==> src/hw/rtl/virtual_fat16_sector_generator_defines.svh <==
// -----------------------------------------------------------------------------
// Virtual FAT16 sector generator assertion macros
// Concurrent assertion helpers; they expand to nothing in synthesis.
// -----------------------------------------------------------------------------
`ifndef VIRTUAL_FAT16_SECTOR_GENERATOR_DEFINES_SVH
`define VIRTUAL_FAT16_SECTOR_GENERATOR_DEFINES_SVH
`ifndef SYNTHESIS
`define VFSG_ASSERT_IMPLY(label, clk, rst, ante, cons, msg) \
   label: assert property (@(posedge clk) disable iff (rst) (ante) |-> (cons)) \
      else $error(msg);
`define VFSG_ASSERT_NEXT(label, clk, rst, ante, cons, msg) \
   label: assert property (@(posedge clk) disable iff (rst) (ante) |=> (cons)) \
      else $error(msg);
`else
`define VFSG_ASSERT_IMPLY(label, clk, rst, ante, cons, msg)
`define VFSG_ASSERT_NEXT(label, clk, rst, ante, cons, msg)
`endif
`endif

==> src/hw/rtl/vfsg_pkg.sv <==
// -----------------------------------------------------------------------------
// Virtual FAT16 sector generator package
// Widths, region codes, FAT entry codes, queue item type and FAT entry function.
// -----------------------------------------------------------------------------
package vfsg_pkg;

   localparam int FILE_CNT    = 8;
   localparam int SLOT_W      = 3;
   localparam int SIZE_W      = 16;
   localparam int TOTAL_W     = 19;
   localparam int CFG_W       = 4;
   localparam int SECTOR_W    = 32;
   localparam int REGION_W    = 3;
   localparam int ENTRY_W     = 16;
   localparam int FAT_IDX_W   = 11;
   localparam int GROUP_W     = 6;
   localparam int CLUSTER_W   = FAT_IDX_W + GROUP_W + 2;
   localparam int QUEUE_DEPTH = 2;
   localparam int QPTR_W      = $clog2(QUEUE_DEPTH);
   localparam int START_W     = 12;

   localparam logic [TOTAL_W-1:0] MIN_CLUSTERS = TOTAL_W'(32'h2000);
   localparam logic [ENTRY_W-1:0] ENTRY_MEDIA  = 16'hFFF8;
   localparam logic [ENTRY_W-1:0] ENTRY_EOC    = 16'hFFFF;
   localparam logic [ENTRY_W-1:0] ENTRY_PAD    = 16'hFFF7;
   localparam logic [GROUP_W-1:0] LAST_GROUP   = '1;

   typedef enum logic [REGION_W-1:0] {
      REGION_BOOT = 3'd0,
      REGION_FAT  = 3'd1,
      REGION_ROOT = 3'd2,
      REGION_DATA = 3'd3,
      REGION_LOAD = 3'd4
   } region_type;

   typedef logic [FILE_CNT-1:0][TOTAL_W-1:0] prefix_type;

   typedef struct packed {
      region_type           region;
      logic [FAT_IDX_W-1:0] fat_idx;
      logic                 hit;
      logic [SLOT_W-1:0]    idx;
      logic [SIZE_W-1:0]    offset;
   } job_type;

   // prefix[k] is the end sector of file k, counted from the data start
   function automatic logic [ENTRY_W-1:0] fat_entry(input logic [CLUSTER_W-1:0] c,
                                                    input logic [TOTAL_W-1:0] total,
                                                    input prefix_type prefix);
      logic [CLUSTER_W-1:0] s;
      logic [CLUSTER_W-1:0] c_next;
      logic                 eoc;
      logic [ENTRY_W-1:0]   e;
      s      = c - CLUSTER_W'(2);
      c_next = c + CLUSTER_W'(1);
      eoc    = 1'b0;
      for (int k = 0; k < FILE_CNT; k++) begin
         if (CLUSTER_W'(prefix[k]) == s) eoc = 1'b1;
      end
      if (c == CLUSTER_W'(0)) e = ENTRY_MEDIA;
      else if (c == CLUSTER_W'(1)) e = ENTRY_EOC;
      else if (c == CLUSTER_W'(2)) e = '0;
      else if (s > CLUSTER_W'(total)) e = ENTRY_PAD;
      else if (eoc) e = ENTRY_EOC;
      else e = c_next[ENTRY_W-1:0];
      return e;
   endfunction

endpackage

==> src/hw/rtl/vfsg_queue.sv <==
// -----------------------------------------------------------------------------
// Job queue
// Short FIFO between the classifier and the result sequencer.
// -----------------------------------------------------------------------------
module vfsg_queue
   import vfsg_pkg::*;
(
   input  logic    clock,
   input  logic    reset,
   input  logic    push_valid,
   input  job_type push_job,
   output logic    full,
   input  logic    pop,
   output job_type pop_job,
   output logic    empty
);

   job_type            mem_ff [QUEUE_DEPTH];
   logic [QPTR_W-1:0]  wr_ptr_ff, wr_ptr_in;
   logic [QPTR_W-1:0]  rd_ptr_ff, rd_ptr_in;
   logic [QPTR_W:0]    count_ff, count_in;
   logic               do_push, do_pop;

   assign full    = (count_ff == (QPTR_W+1)'(QUEUE_DEPTH));
   assign empty   = (count_ff == '0);
   assign do_push = push_valid && !full;
   assign do_pop  = pop && !empty;
   assign pop_job = mem_ff[rd_ptr_ff];

   always_comb begin
      wr_ptr_in = do_push ? wr_ptr_ff + QPTR_W'(1) : wr_ptr_ff;
      rd_ptr_in = do_pop ? rd_ptr_ff + QPTR_W'(1) : rd_ptr_ff;
      count_in  = count_ff;
      if (do_push && !do_pop) count_in = count_ff + (QPTR_W+1)'(1);
      else if (do_pop && !do_push) count_in = count_ff - (QPTR_W+1)'(1);
   end

   always_ff @(posedge clock) begin
      if (reset) begin
         wr_ptr_ff <= '0;
         rd_ptr_ff <= '0;
         count_ff  <= '0;
      end else begin
         wr_ptr_ff <= wr_ptr_in;
         rd_ptr_ff <= rd_ptr_in;
         count_ff  <= count_in;
      end
   end

   always_ff @(posedge clock) begin
      if (do_push) mem_ff[wr_ptr_ff] <= push_job;
   end

endmodule

==> src/hw/rtl/vfsg_front.sv <==
// -----------------------------------------------------------------------------
// Request classifier
// Holds the file table and its end-sector sums, accepts items, maps a sector
// to its region and file, and queues one job per item.
// -----------------------------------------------------------------------------
module vfsg_front
   import vfsg_pkg::*;
(
   input  logic                clock,
   input  logic                reset,
   input  logic                req_valid,
   output logic                req_ready,
   input  logic                req_kind,
   input  logic [SECTOR_W-1:0] req_sector,
   input  logic [SLOT_W-1:0]   req_file_slot,
   input  logic [SIZE_W-1:0]   req_file_sectors,
   input  logic                csr_write_enable,
   input  logic [CFG_W-1:0]    csr_write_data,
   output logic                push_valid,
   output job_type             push_job,
   input  logic                queue_full,
   input  logic                queue_empty,
   input  logic                back_busy,
   output prefix_type          prefix,
   output logic [TOTAL_W-1:0]  total
);

   typedef enum logic [1:0] {
      FRONT_IDLE,
      FRONT_CALC,
      FRONT_SEARCH
   } front_state_type;

   front_state_type              state_ff, state_in;
   logic [CFG_W-1:0]             files_ff;
   logic [FILE_CNT-1:0][SIZE_W-1:0] table_ff;
   prefix_type                   prefix_ff, prefix_in;
   logic                         kind_ff, kind_in;
   logic [SECTOR_W-1:0]          sector_ff, sector_in;
   logic [SLOT_W-1:0]            slot_ff, slot_in;
   logic [SIZE_W-1:0]            size_ff, size_in;
   region_type                   region_ff, region_in;
   logic [SECTOR_W-1:0]          rel_ff, rel_in;
   logic [FAT_IDX_W-1:0]         fat_idx_ff, fat_idx_in;

   logic [CFG_W-1:0]             used_n;
   logic [TOTAL_W-1:0]           acc;
   logic [TOTAL_W-1:0]           min_total;
   logic [TOTAL_W:0]             round_up;
   logic [START_W-1:0]           root_start;
   logic [START_W-1:0]           data_start;
   logic [SECTOR_W-1:0]          sector_less;
   prefix_type                   lower;
   logic                         hit;
   logic [SLOT_W-1:0]            hit_idx;
   logic [TOTAL_W-1:0]           hit_base;
   logic [SECTOR_W-1:0]          offset_full;
   logic                         drained;
   logic                         table_we;

   assign used_n = (files_ff > CFG_W'(FILE_CNT)) ? CFG_W'(FILE_CNT) : files_ff;
   assign prefix = prefix_ff;
   assign total  = prefix_ff[FILE_CNT-1];

   always_comb begin
      acc = '0;
      for (int i = 0; i < FILE_CNT; i++) begin
         if (CFG_W'(i) < used_n) acc = acc + TOTAL_W'(table_ff[i]);
         prefix_in[i] = acc;
      end
   end

   // layout of the current image
   always_comb begin
      min_total   = (total < MIN_CLUSTERS) ? MIN_CLUSTERS : total;
      round_up    = {1'b0, min_total} + (TOTAL_W+1)'(255);
      root_start  = START_W'(1) + START_W'(round_up[TOTAL_W:8]);
      data_start  = root_start + START_W'(used_n != '0);
      sector_less = sector_ff - SECTOR_W'(1);
   end

   always_comb begin
      lower[0] = '0;
      for (int i = 1; i < FILE_CNT; i++) lower[i] = prefix_ff[i-1];
      hit      = 1'b0;
      hit_idx  = '0;
      hit_base = '0;
      for (int i = 0; i < FILE_CNT; i++) begin
         if (!hit && rel_ff > SECTOR_W'(lower[i]) && rel_ff <= SECTOR_W'(prefix_ff[i])) begin
            hit      = 1'b1;
            hit_idx  = SLOT_W'(i);
            hit_base = lower[i];
         end
      end
      offset_full = rel_ff - SECTOR_W'(hit_base) - SECTOR_W'(1);
   end

   assign drained = queue_empty && !back_busy;

   always_comb begin
      state_in   = state_ff;
      kind_in    = kind_ff;
      sector_in  = sector_ff;
      slot_in    = slot_ff;
      size_in    = size_ff;
      region_in  = region_ff;
      rel_in     = rel_ff;
      fat_idx_in = fat_idx_ff;
      push_valid = 1'b0;
      push_job   = '0;
      table_we   = 1'b0;
      unique case (state_ff)
         FRONT_IDLE: begin
            if (req_valid) begin
               kind_in   = req_kind;
               sector_in = req_sector;
               slot_in   = req_file_slot;
               size_in   = req_file_sectors;
               state_in  = FRONT_CALC;
            end
         end
         FRONT_CALC: begin
            if (!kind_ff) begin
               if (drained) begin
                  table_we        = (int'(slot_ff) < FILE_CNT);
                  push_valid      = 1'b1;
                  push_job.region = REGION_LOAD;
                  state_in        = FRONT_IDLE;
               end
            end else begin
               fat_idx_in = sector_less[FAT_IDX_W-1:0];
               rel_in     = sector_ff - SECTOR_W'(data_start);
               if (sector_ff == '0) region_in = REGION_BOOT;
               else if (sector_ff < SECTOR_W'(root_start)) region_in = REGION_FAT;
               else if (sector_ff < SECTOR_W'(data_start)) region_in = REGION_ROOT;
               else region_in = REGION_DATA;
               state_in = FRONT_SEARCH;
            end
         end
         FRONT_SEARCH: begin
            if (!queue_full) begin
               push_valid       = 1'b1;
               push_job.region  = region_ff;
               push_job.fat_idx = fat_idx_ff;
               if (region_ff == REGION_DATA && hit) begin
                  push_job.hit    = 1'b1;
                  push_job.idx    = hit_idx;
                  push_job.offset = offset_full[SIZE_W-1:0];
               end
               state_in = FRONT_IDLE;
            end
         end
         default: state_in = FRONT_IDLE;
      endcase
   end

   assign req_ready = (state_ff == FRONT_IDLE);

   always_ff @(posedge clock) begin
      if (reset) begin
         state_ff <= FRONT_IDLE;
      end else begin
         state_ff <= state_in;
      end
      kind_ff    <= kind_in;
      sector_ff  <= sector_in;
      slot_ff    <= slot_in;
      size_ff    <= size_in;
      region_ff  <= region_in;
      rel_ff     <= rel_in;
      fat_idx_ff <= fat_idx_in;
   end

   always_ff @(posedge clock) begin
      if (reset) begin
         files_ff  <= '0;
         table_ff  <= '0;
         prefix_ff <= '0;
      end else begin
         if (csr_write_enable) files_ff <= csr_write_data;
         if (table_we) table_ff[slot_ff] <= size_ff;
         prefix_ff <= prefix_in;
      end
   end

endmodule

==> src/hw/rtl/vfsg_back.sv <==
// -----------------------------------------------------------------------------
// Result sequencer
// Takes queued jobs and drives the result register; a FAT job walks 64 groups
// of four entries.
// -----------------------------------------------------------------------------
module vfsg_back
   import vfsg_pkg::*;
(
   input  logic                clock,
   input  logic                reset,
   input  job_type             pop_job,
   input  logic                queue_empty,
   output logic                pop,
   output logic                busy,
   input  prefix_type          prefix,
   input  logic [TOTAL_W-1:0]  total,
   output logic                rsp_valid,
   input  logic                rsp_ready,
   output logic [REGION_W-1:0] rsp_region,
   output logic [ENTRY_W-1:0]  rsp_entry_a,
   output logic [ENTRY_W-1:0]  rsp_entry_b,
   output logic [ENTRY_W-1:0]  rsp_entry_c,
   output logic [ENTRY_W-1:0]  rsp_entry_d,
   output logic                rsp_file_hit,
   output logic [SLOT_W-1:0]   rsp_file_index,
   output logic [SIZE_W-1:0]   rsp_file_offset,
   output logic                rsp_last
);

   logic                 busy_ff;
   job_type              job_ff;
   logic [GROUP_W-1:0]   group_ff;
   logic                 valid_ff;
   logic [REGION_W-1:0]  region_ff;
   logic [3:0][ENTRY_W-1:0] entry_ff, entry_in;
   logic                 hit_ff;
   logic [SLOT_W-1:0]    idx_ff;
   logic [SIZE_W-1:0]    offset_ff;
   logic                 last_ff, last_in;
   logic                 out_free;
   logic                 emit;
   logic                 is_fat;

   assign out_free = !valid_ff || rsp_ready;
   assign pop      = !busy_ff && !queue_empty;
   assign emit     = busy_ff && out_free;
   assign is_fat   = (job_ff.region == REGION_FAT);
   assign busy     = busy_ff;

   always_comb begin
      entry_in = '0;
      last_in  = 1'b1;
      if (is_fat) begin
         for (int j = 0; j < 4; j++) begin
            entry_in[j] = fat_entry({job_ff.fat_idx, group_ff, 2'(j)}, total, prefix);
         end
         last_in = (group_ff == LAST_GROUP);
      end
   end

   always_ff @(posedge clock) begin
      if (reset) begin
         busy_ff  <= 1'b0;
         valid_ff <= 1'b0;
      end else begin
         if (pop) begin
            busy_ff <= 1'b1;
         end else if (emit && last_in) begin
            busy_ff <= 1'b0;
         end
         if (emit) begin
            valid_ff <= 1'b1;
         end else if (rsp_ready) begin
            valid_ff <= 1'b0;
         end
      end
   end

   always_ff @(posedge clock) begin
      if (pop) begin
         job_ff   <= pop_job;
         group_ff <= '0;
      end else if (emit) begin
         group_ff <= group_ff + GROUP_W'(1);
      end
      if (emit) begin
         region_ff <= job_ff.region;
         entry_ff  <= entry_in;
         hit_ff    <= job_ff.hit;
         idx_ff    <= job_ff.idx;
         offset_ff <= job_ff.offset;
         last_ff   <= last_in;
      end
   end

   assign rsp_valid       = valid_ff;
   assign rsp_region      = region_ff;
   assign rsp_entry_a     = entry_ff[0];
   assign rsp_entry_b     = entry_ff[1];
   assign rsp_entry_c     = entry_ff[2];
   assign rsp_entry_d     = entry_ff[3];
   assign rsp_file_hit    = hit_ff;
   assign rsp_file_index  = idx_ff;
   assign rsp_file_offset = offset_ff;
   assign rsp_last        = last_ff;

endmodule

==> src/hw/rtl/virtual_fat16_sector_generator.sv <==
// -----------------------------------------------------------------------------
// Virtual FAT16 sector generator
// Answers sector reads of a FAT16 image built from a table of file sizes.
// -----------------------------------------------------------------------------
// Usage:
//   req_* carries one item: kind 0 loads req_file_sectors into slot
//   req_file_slot, kind 1 reads sector req_sector. csr_write_data sets the
//   number of file slots in the image; write it only while the block is idle.
//   rsp_* returns the results; rsp_last marks the final one of an item.
// Flow and throughput:
//   For each read item the classifier steps through accept, decode and file
//   search, then queues a job; the sequencer pops it into its job register
//   and then registers the first result. A FAT sector yields 64 results, one
//   per cycle while rsp_ready is high; the next job is fetched only after the
//   walk, which sets the sustained rate. Other reads give one result each.
//   A load waits until the queue and sequencer are empty, then takes effect
//   and returns one load-done result.
// Reset: clears the file table, the slot count and all handshake state.
// Stall: while rsp_ready is low the result register holds; the two-entry
//   queue keeps the classifier accepting until it fills.
// -----------------------------------------------------------------------------
`include "virtual_fat16_sector_generator_defines.svh"

module virtual_fat16_sector_generator
   import vfsg_pkg::*;
(
   input  logic                clock,
   input  logic                reset,
   input  logic                req_valid,
   output logic                req_ready,
   input  logic                req_kind,
   input  logic [SECTOR_W-1:0] req_sector,
   input  logic [SLOT_W-1:0]   req_file_slot,
   input  logic [SIZE_W-1:0]   req_file_sectors,
   input  logic                csr_write_enable,
   input  logic [CFG_W-1:0]    csr_write_data,
   output logic                rsp_valid,
   input  logic                rsp_ready,
   output logic [REGION_W-1:0] rsp_region,
   output logic [ENTRY_W-1:0]  rsp_entry_a,
   output logic [ENTRY_W-1:0]  rsp_entry_b,
   output logic [ENTRY_W-1:0]  rsp_entry_c,
   output logic [ENTRY_W-1:0]  rsp_entry_d,
   output logic                rsp_file_hit,
   output logic [SLOT_W-1:0]   rsp_file_index,
   output logic [SIZE_W-1:0]   rsp_file_offset,
   output logic                rsp_last
);

   logic               push_valid;
   job_type            push_job;
   logic               queue_full;
   logic               queue_empty;
   logic               pop;
   job_type            pop_job;
   logic               back_busy;
   prefix_type         prefix;
   logic [TOTAL_W-1:0] total;

   vfsg_front u_front (
      .clock            (clock),
      .reset            (reset),
      .req_valid        (req_valid),
      .req_ready        (req_ready),
      .req_kind         (req_kind),
      .req_sector       (req_sector),
      .req_file_slot    (req_file_slot),
      .req_file_sectors (req_file_sectors),
      .csr_write_enable (csr_write_enable),
      .csr_write_data   (csr_write_data),
      .push_valid       (push_valid),
      .push_job         (push_job),
      .queue_full       (queue_full),
      .queue_empty      (queue_empty),
      .back_busy        (back_busy),
      .prefix           (prefix),
      .total            (total)
   );

   vfsg_queue u_queue (
      .clock      (clock),
      .reset      (reset),
      .push_valid (push_valid),
      .push_job   (push_job),
      .full       (queue_full),
      .pop        (pop),
      .pop_job    (pop_job),
      .empty      (queue_empty)
   );

   vfsg_back u_back (
      .clock           (clock),
      .reset           (reset),
      .pop_job         (pop_job),
      .queue_empty     (queue_empty),
      .pop             (pop),
      .busy            (back_busy),
      .prefix          (prefix),
      .total           (total),
      .rsp_valid       (rsp_valid),
      .rsp_ready       (rsp_ready),
      .rsp_region      (rsp_region),
      .rsp_entry_a     (rsp_entry_a),
      .rsp_entry_b     (rsp_entry_b),
      .rsp_entry_c     (rsp_entry_c),
      .rsp_entry_d     (rsp_entry_d),
      .rsp_file_hit    (rsp_file_hit),
      .rsp_file_index  (rsp_file_index),
      .rsp_file_offset (rsp_file_offset),
      .rsp_last        (rsp_last)
   );

   `VFSG_ASSERT_IMPLY(a_push_not_full, clock, reset, push_valid, !queue_full, "push into full queue")
   `VFSG_ASSERT_IMPLY(a_single_last, clock, reset, rsp_valid && rsp_region != REGION_FAT, rsp_last, "single result without last")
   `VFSG_ASSERT_IMPLY(a_hit_only_data, clock, reset, rsp_valid && rsp_region != REGION_DATA, !rsp_file_hit && rsp_file_offset == '0, "file fields outside data region")
   `VFSG_ASSERT_NEXT(a_fat_burst, clock, reset, rsp_valid && rsp_ready && !rsp_last, rsp_valid && rsp_region == REGION_FAT, "gap inside FAT burst")

endmodule
==> config.mk <==
export PLATFORM = sky130hd
export DESIGN_NAME = virtual_fat16_sector_generator
export DESIGN_NICKNAME = d
export VERILOG_FILES = /design/src/hw/rtl/vfsg_pkg.sv /design/src/hw/rtl/vfsg_queue.sv /design/src/hw/rtl/vfsg_front.sv /design/src/hw/rtl/vfsg_back.sv /design/src/hw/rtl/virtual_fat16_sector_generator.sv
export VERILOG_INCLUDE_DIRS = /design/src /design/src/hw/rtl
export SDC_FILE = /design/constraint.sdc
export NUM_CORES = 2
export LEC_CHECK = 0
export BUFFER_PORTS_ARGS = -buffer_cell sky130_fd_sc_hd__buf_2
export CAP_MARGIN = 25
export CORE_MARGIN = 3
export CORE_UTILIZATION = 40
export CTS_CLUSTER_SIZE = 12
export DETAILED_ROUTE_END_ITERATION = 6
export PLACE_DENSITY = 0.64
export SLEW_MARGIN = 20
export SYNTH_ARGS = -nofsm -noshare
export SYNTH_HDL_FRONTEND = slang
export SYNTH_SLANG_ARGS = --single-unit
==> constraint.sdc <==
create_clock -name clock -period 31.3 [get_ports clock]
set_input_delay 3.13 -clock clock [delete_from_list [all_inputs] [get_ports clock]]
set_output_delay 3.13 -clock clock [all_outputs]
set_load 0.01 [all_outputs]
# == After elaboration in Yosys (flattened, before gate mapping) ==
# Memories as Yosys holds them, arrays and structs flattened. A register that Yosys moved wholly into a read port is not among the register bits.
# Cells that the tools add are included.
# classes
n_addsub,27
n_lt_le_gt_ge,34
n_eq_ne,41
mux,108
n_bitwise,1
n_reduce_logical,54
# ops
cell,count
$eq 19x19->1,28
$mux 16,19
$le 32x19->1,7
$gt 32x19->1,6
$mux 19,7
$bwmux 128,1
$add 19x16->19,6
$eq 16x19->1,4
$gt 19x19->1,4
$sub 19x2->19 const B,4
$add 16x1->16 const B,4
$lt 32x12->1,2
$mux 1,58
$demux 16 s3,1
$mux 34,1
$gt 32x1->1 const B,1
$gt 32x16->1,1
$le 32x16->1,1
$logic_not 32->1,1
$sub 32x12->32,1
$mux 31,1
$logic_and 1x1->1,25
$add 19x8->20 const B,1
$mux 20,1
other kinds (42),80
# word_totals
register_bits,481
ram_bits,68
out_inout_bits,90
elab_cells,310
n_memories,1
# memory_table
memory,depth,width,rd,rd_ports_with_merged_regs,write_ports,line,text
u_queue.mem_ff,2,34,1,1,1,vfsg_queue.sv:18,job_type mem_ff [QUEUE_DEPTH];

# == Logic depth before layout (Yosys ltp) ==
# logic_depth
depth_word,36
depth_mapped,65

# == By module ==
# A second synthesis with hierarchy kept.
# hier_totals
cells_unflattened,4195
area_unflattened_um2,38250.4
# by_module_without_submodules
module,instances,cells_each,area_each_um2,seq_area_each_um2
vfsg_front,1,3033,25520.7,8518.2
vfsg_back,1,1031,10062.2,3733.6
vfsg_queue,1,131,2667.6,2142.1

# == Worst setup path before layout ==
# Ideal clock, no wire load.
# synth_path
path_type,register to register
start,register u_front.files_ff[2]
end,"register u_front.prefix_ff, in the netlist u_front.total[18]"
setup_ns,0.072
arrival_time_ns,10.444
required_time_ns,31.228
slack_ns,20.785
stages_incl_launch_ff,64
n_path_buf,3
synth_period_minus_slack_ns,10.515
path_cell_list,dfxtp_1 > buf_2 > nor2_1 > nand2_1 > clkbuf_1 > nor2_1 > clkbuf_1 > nor2b_1 > ha_1 > fa_1 > xnor2_1 > o21ai_0 > ha_1 > and2b_1 > o31a_2 > a211oi_1 > a21oi_1 > inv_1 > [... 28 more ...] > and3_1 > a211o_1 > a21oi_1 > xor2_1 > nor2_1 > a31oi_1 > o21ai_0 > ha_1 > inv_1 > o21bai_1 > o211a_1 > o21ai_0 > nand2b_1 > nand2_1 > a21oi_1 > nand2_1 > or3_1 > mux2i_1
# synth_lines
item,line,text
from (decl),vfsg_front.sv:35,logic [CFG_W-1:0] files_ff;
from (signal assigned),vfsg_front.sv:180,if (csr_write_enable) files_ff <= csr_write_data;
to (signal assigned),vfsg_front.sv:182,prefix_ff <= prefix_in;
to (decl),vfsg_front.sv:37,"prefix_type prefix_ff, prefix_in;"

==> PnR_summary.wiki <==
{| class="wikitable"
! Metric !! Value
|-
| EDFF count, synth || about 280
|-
| Number of fillers in the final layout || ~8500
|-
| Worst setup slack after layout || between 15000 and 20000 ps
|-
| Share of flip-flops with an asynchronous set or reset || 0%
|-
| CORE AREA || a little under 0.09 mm2
|-
| Yosys warns || 0
|-
| Buffers on Ports || 150
|-
| Post-CTS setup buffer count || 0
|-
| Number of buffers created by CTS || slightly above 60
|-
| Post-route cell area || between 0.04 and 0.05 mm2
|-
| Vias in the first global route || approximately 28000
|-
| Peak fanout along the critical path || 30
|-
| Average cell area after synthesis || 9.270 um2
|-
| Total number of vias || 30250
|-
| TritonCTS clock tree || built
|-
| Layout cell share with drive strength beyond 1 || between 10% and 20%
|-
| Hold path depth || 0
|-
| Number of placed I/O pins || 151
|-
| Global route total overflow || 0
|-
| Effective utilization at floorplan || roughly two fifths
|-
| Remaining antenna violation count || 0
|-
| Die height || 307.6 um
|-
| Total of hold buffers inserted after clock tree synthesis || 0
|-
| Final setup fails || 0
|-
| Portion of the post-synthesis area used by sequential elements || about two fifths
|-
| Failing checks || design-rule violations
|-
| Clock slew seen by the registers of the worst setup and hold paths || approximately 60 ps
|-
| Clock Skew || 49.55 ps
|-
| Leak Pwr || 16.10 nW
|-
| Most used standard cells in the synthesized netlist || 404 x sky130_fd_sc_hd__nand2_1, 346 x sky130_fd_sc_hd__ha_1, 337 x sky130_fd_sc_hd__a21oi_1
|-
| Top cells by area in the synthesized netlist || sky130_fd_sc_hd__edfxtp_1 23%, sky130_fd_sc_hd__dfxtp_1 16%, sky130_fd_sc_hd__ha_1 12%, sky130_fd_sc_hd__xnor2_1 6.2%, sky130_fd_sc_hd__a21oi_1 4.6%
|-
| Area leader, netlist || sky130_fd_sc_hd__edfxtp_1
|-
| Setup CP Type || reg -> reg
|-
| Achievable clock frequency || roughly 80 MHz
|-
| Horizontal die dimension || roughly 300 um
|-
| Number of pins with negative max-slew slack in the final report || 0
|-
| Wire length of the first global-routing pass || 181.2 mm
|-
| Worst R2R Path Depth || 58
|-
| Hold_sp || u_back.job_ff[13]
|-
| CP most frequent cell || sky130_fd_sc_hd__ha_1
|-
| Final worst-path cycle share || 39.63%
|-
| Placer congestion estimate || 1.064
|-
| Final min period || approximately 12000 ps
|-
| Reg-to-reg startpoint || u_front.files_ff[3]
|-
| CP Data Arrival Time || around 13000 ps
|-
| Most common cell in the synthesized netlist || sky130_fd_sc_hd__nand2_1
|-
| Post-cts repair resize count || 0
|-
| Slew at the pin closest to its max-slew limit || 1223 ps
|-
| Power Total || 2.528 mW
|-
| Delay of the slowest cell on the worst path || 700 ps
|-
| Required @ worst endpoint || about 32000 ps
|-
| Estimated wirelength of the detail-placed design || between 90 and 100 mm
|-
| Area of the die || ~0.095 mm2
|-
| Nature of the critical path endpoint || flip-flop
|-
| HP Class || reg -> reg
|-
| Post-synth net total || 4342
|-
| Starting DRC count in detailed routing || about 3300
|-
| Startpoint Class || flip-flop
|-
| Max_cap viols || 0
|-
| Total power divided by cell area || between 60 and 70 mW/mm2
|-
| Worst supply voltage drop on vdd || approximately 0.000043 V
|-
| Post-synthesis cell count || 3926
|-
| Vias per Instance || around 5.7
|-
| Outcome || complete, but fails checks
|-
| Worst reg2reg path endpoint || u_front.total[18]
|-
| Antenna violations before repair || 10
|-
| Layout Area Growth over Synthesis || 11.60%
|-
| Post-place setup slack || around 19000 ps
|-
| Final hold viol count || 0
|-
| DRC viols || between 70 and 80
|-
| Worst-skew pair later-pin latency || around 670 ps
|-
| Number of flip-flops and latches in the synthesized netlist || ~580
|-
| Largest net degree at the start of global routing || 130
|-
| Setup repair after global routing missed its margin || false
|-
| Overall routing resource usage || between 20% and 30%
|-
| Area of the mapped netlist || approximately 0.036 mm2
|-
| Post-layout nets || around 4500
|-
| Placement Cell Area || just under 0.04 mm2
|-
| Final-layout worst hold slack || ~420 ps
|-
| Clock buffer depth || 3
|-
| Max-slew headroom || between 15 and 20%
|-
| 1st-pass router iterations || 7
|-
| Total negative setup slack || 0 ps
|-
| Root cell of the clock tree || sky130_fd_sc_hd__clkbuf_16
|-
| Critical Path Slowest Stage Cell || sky130_fd_sc_hd__a311oi_1
|-
| Main flop type after synthesis || sky130_fd_sc_hd__dfxtp_1
|-
| Htree depth || 2
|-
| Worst setup slack for register-to-register paths || between 15000 and 20000 ps
|-
| Detailed-route wire length || 122.3 mm
|-
| Count of different cell masters after synthesis || between 90 and 100
|-
| Area share of the leading cell type in the synthesized netlist || 23.43%
|-
| Min-Delay Endpoint || u_back.rsp_file_offset[13]
|-
| Number of sinks driven by the clock tree || roughly 580
|-
| Drt wl/cell || between 20 and 25 um
|-
| Standard-cell rows || approximately 110
|}
==> critical path: cells and delay by family, from the launching register on <==
kind / cells / cell delay (ps)
compound gates: 21 / 4660
xor+xnor: 5 / 650
fa+ha+maj: 8 / 2870
buf+inv: 6 / 770
flops: 1 / 300
mux: 2 / 370
simple gates: 16 / 2680
==> worst max-delay path by stage <==
stage	start	end
4_1_cts	u_front.files_ff[3]	u_front.total[18]
3_5_place_dp	u_front.files_ff[3]	u_front.total[18]
6_report	u_front.files_ff[3]	u_front.total[18]
5_1_grt	u_front.files_ff[3]	u_front.total[18]
2_1_floorplan	u_front.files_ff[2]	u_front.total[18]
3_3_place_gp	u_front.files_ff[3]	u_front.total[18]
==> logic make-up after synthesis <==
| group | synth area share, % |
|---|---|
| flops | 39.50 |
| buf+inv | 4.779 |
| fa+ha+maj | 12.42 |
| xor+xnor | 10.17 |
| mux | 1.805 |
| simple gates | 16.42 |
| compound gates | 14.91 |
==> state kept, by name (all words and copies together) (netlist names), 15 cells and up <==
signal                  cells
u_back.job_ff              34
u_back.rsp_entry_a         16
u_back.rsp_entry_b         16
u_back.rsp_entry_d         15
u_back.rsp_file_offset     16
u_front.prefix            127
u_front.rel_ff             32
u_front.sector_ff          32
u_front.size_ff            16
u_front.table_ff          128
u_front.total              19
u_queue.mem_ff             68
==> final cells by class <==
type | count | area (um2) | area share, %
diodes | 3 | 7.507 | 0.01848
clock buffers | 90 | 1748 | 4.304
clock inverters | 20 | 198.9 | 0.4898
inverters | 290 | 1089 | 2.680
multi-input cells | 2900 | 20330 | 50.05
flip-flops and latches | 576 | 14370 | 35.39
well taps | 1165 | 1458 | 3.589
repair buffers | 238 | 1413 | 3.478
==> through the flow <==
stage / std cells / utilization, %
2_1_floorplan: 3926 / -
3_3_place_gp: 5165 / 43.25
3_5_place_dp: 5165 / 43.25
4_1_cts: 5275 / 45.43
5_1_grt: 5280 / 45.46
6_report: 5282 / 45.47
==> metal layers <==
layer	share of wire (%)	wire length (um)	up-vias	track usage [%]
met5	0.051	62	-	0
li1	-	-	14180	-
met3	9.2	11290	371	5.082
met1	43	52200	14250	34.13
met4	5.0	6151	12	11.33
met2	43	52590	1433	39.07
==> cell usage in the layout (no fill, tap or decap), types with 9 or more instances in the layout <==
cell type	n
sky130_fd_sc_hd__nand2_1	404
sky130_fd_sc_hd__ha_1	346
sky130_fd_sc_hd__a21oi_1	336
sky130_fd_sc_hd__dfxtp_1	292
sky130_fd_sc_hd__inv_1	288
sky130_fd_sc_hd__edfxtp_1	284
sky130_fd_sc_hd__nor2_1	260
sky130_fd_sc_hd__xnor2_1	257
sky130_fd_sc_hd__buf_2	152
sky130_fd_sc_hd__xor2_1	147
sky130_fd_sc_hd__o21ai_0	133
sky130_fd_sc_hd__nor2b_1	103
sky130_fd_sc_hd__a21o_1	86
sky130_fd_sc_hd__buf_4	85
sky130_fd_sc_hd__nand4_1	69
sky130_fd_sc_hd__clkbuf_16	62
sky130_fd_sc_hd__nor3_1	61
sky130_fd_sc_hd__nand3_1	61
sky130_fd_sc_hd__nor4_1	52
sky130_fd_sc_hd__o21a_1	49
sky130_fd_sc_hd__and3_1	43
sky130_fd_sc_hd__nand2b_1	37
sky130_fd_sc_hd__mux2_2	37
sky130_fd_sc_hd__a31oi_1	34
sky130_fd_sc_hd__and2_1	30
sky130_fd_sc_hd__a222oi_1	29
sky130_fd_sc_hd__mux2i_1	24
sky130_fd_sc_hd__a211oi_1	22
sky130_fd_sc_hd__or3_1	22
sky130_fd_sc_hd__o21bai_1	19
sky130_fd_sc_hd__clkbuf_1	18
sky130_fd_sc_hd__nand4b_1	12
sky130_fd_sc_hd__o211ai_1	11
sky130_fd_sc_hd__or2_2	11
sky130_fd_sc_hd__or4_1	10
sky130_fd_sc_hd__clkbuf_8	10
sky130_fd_sc_hd__a211o_1	9
sky130_fd_sc_hd__o22ai_1	9
sky130_fd_sc_hd__fa_1	9
==> where the power goes <==
| part | switching, mW | total (mW) | internal, mW | leakage (nW) |
|---|---|---|---|---|
| clock network | 0.302 | 0.705 | 0.402 | 0.948 |
| registers | 0.0627 | 0.967 | 0.904 | 4.95 |
| logic | 0.547 | 0.857 | 0.310 | 10.2 |
No activity file was read; power rests on OpenSTA's default activity.
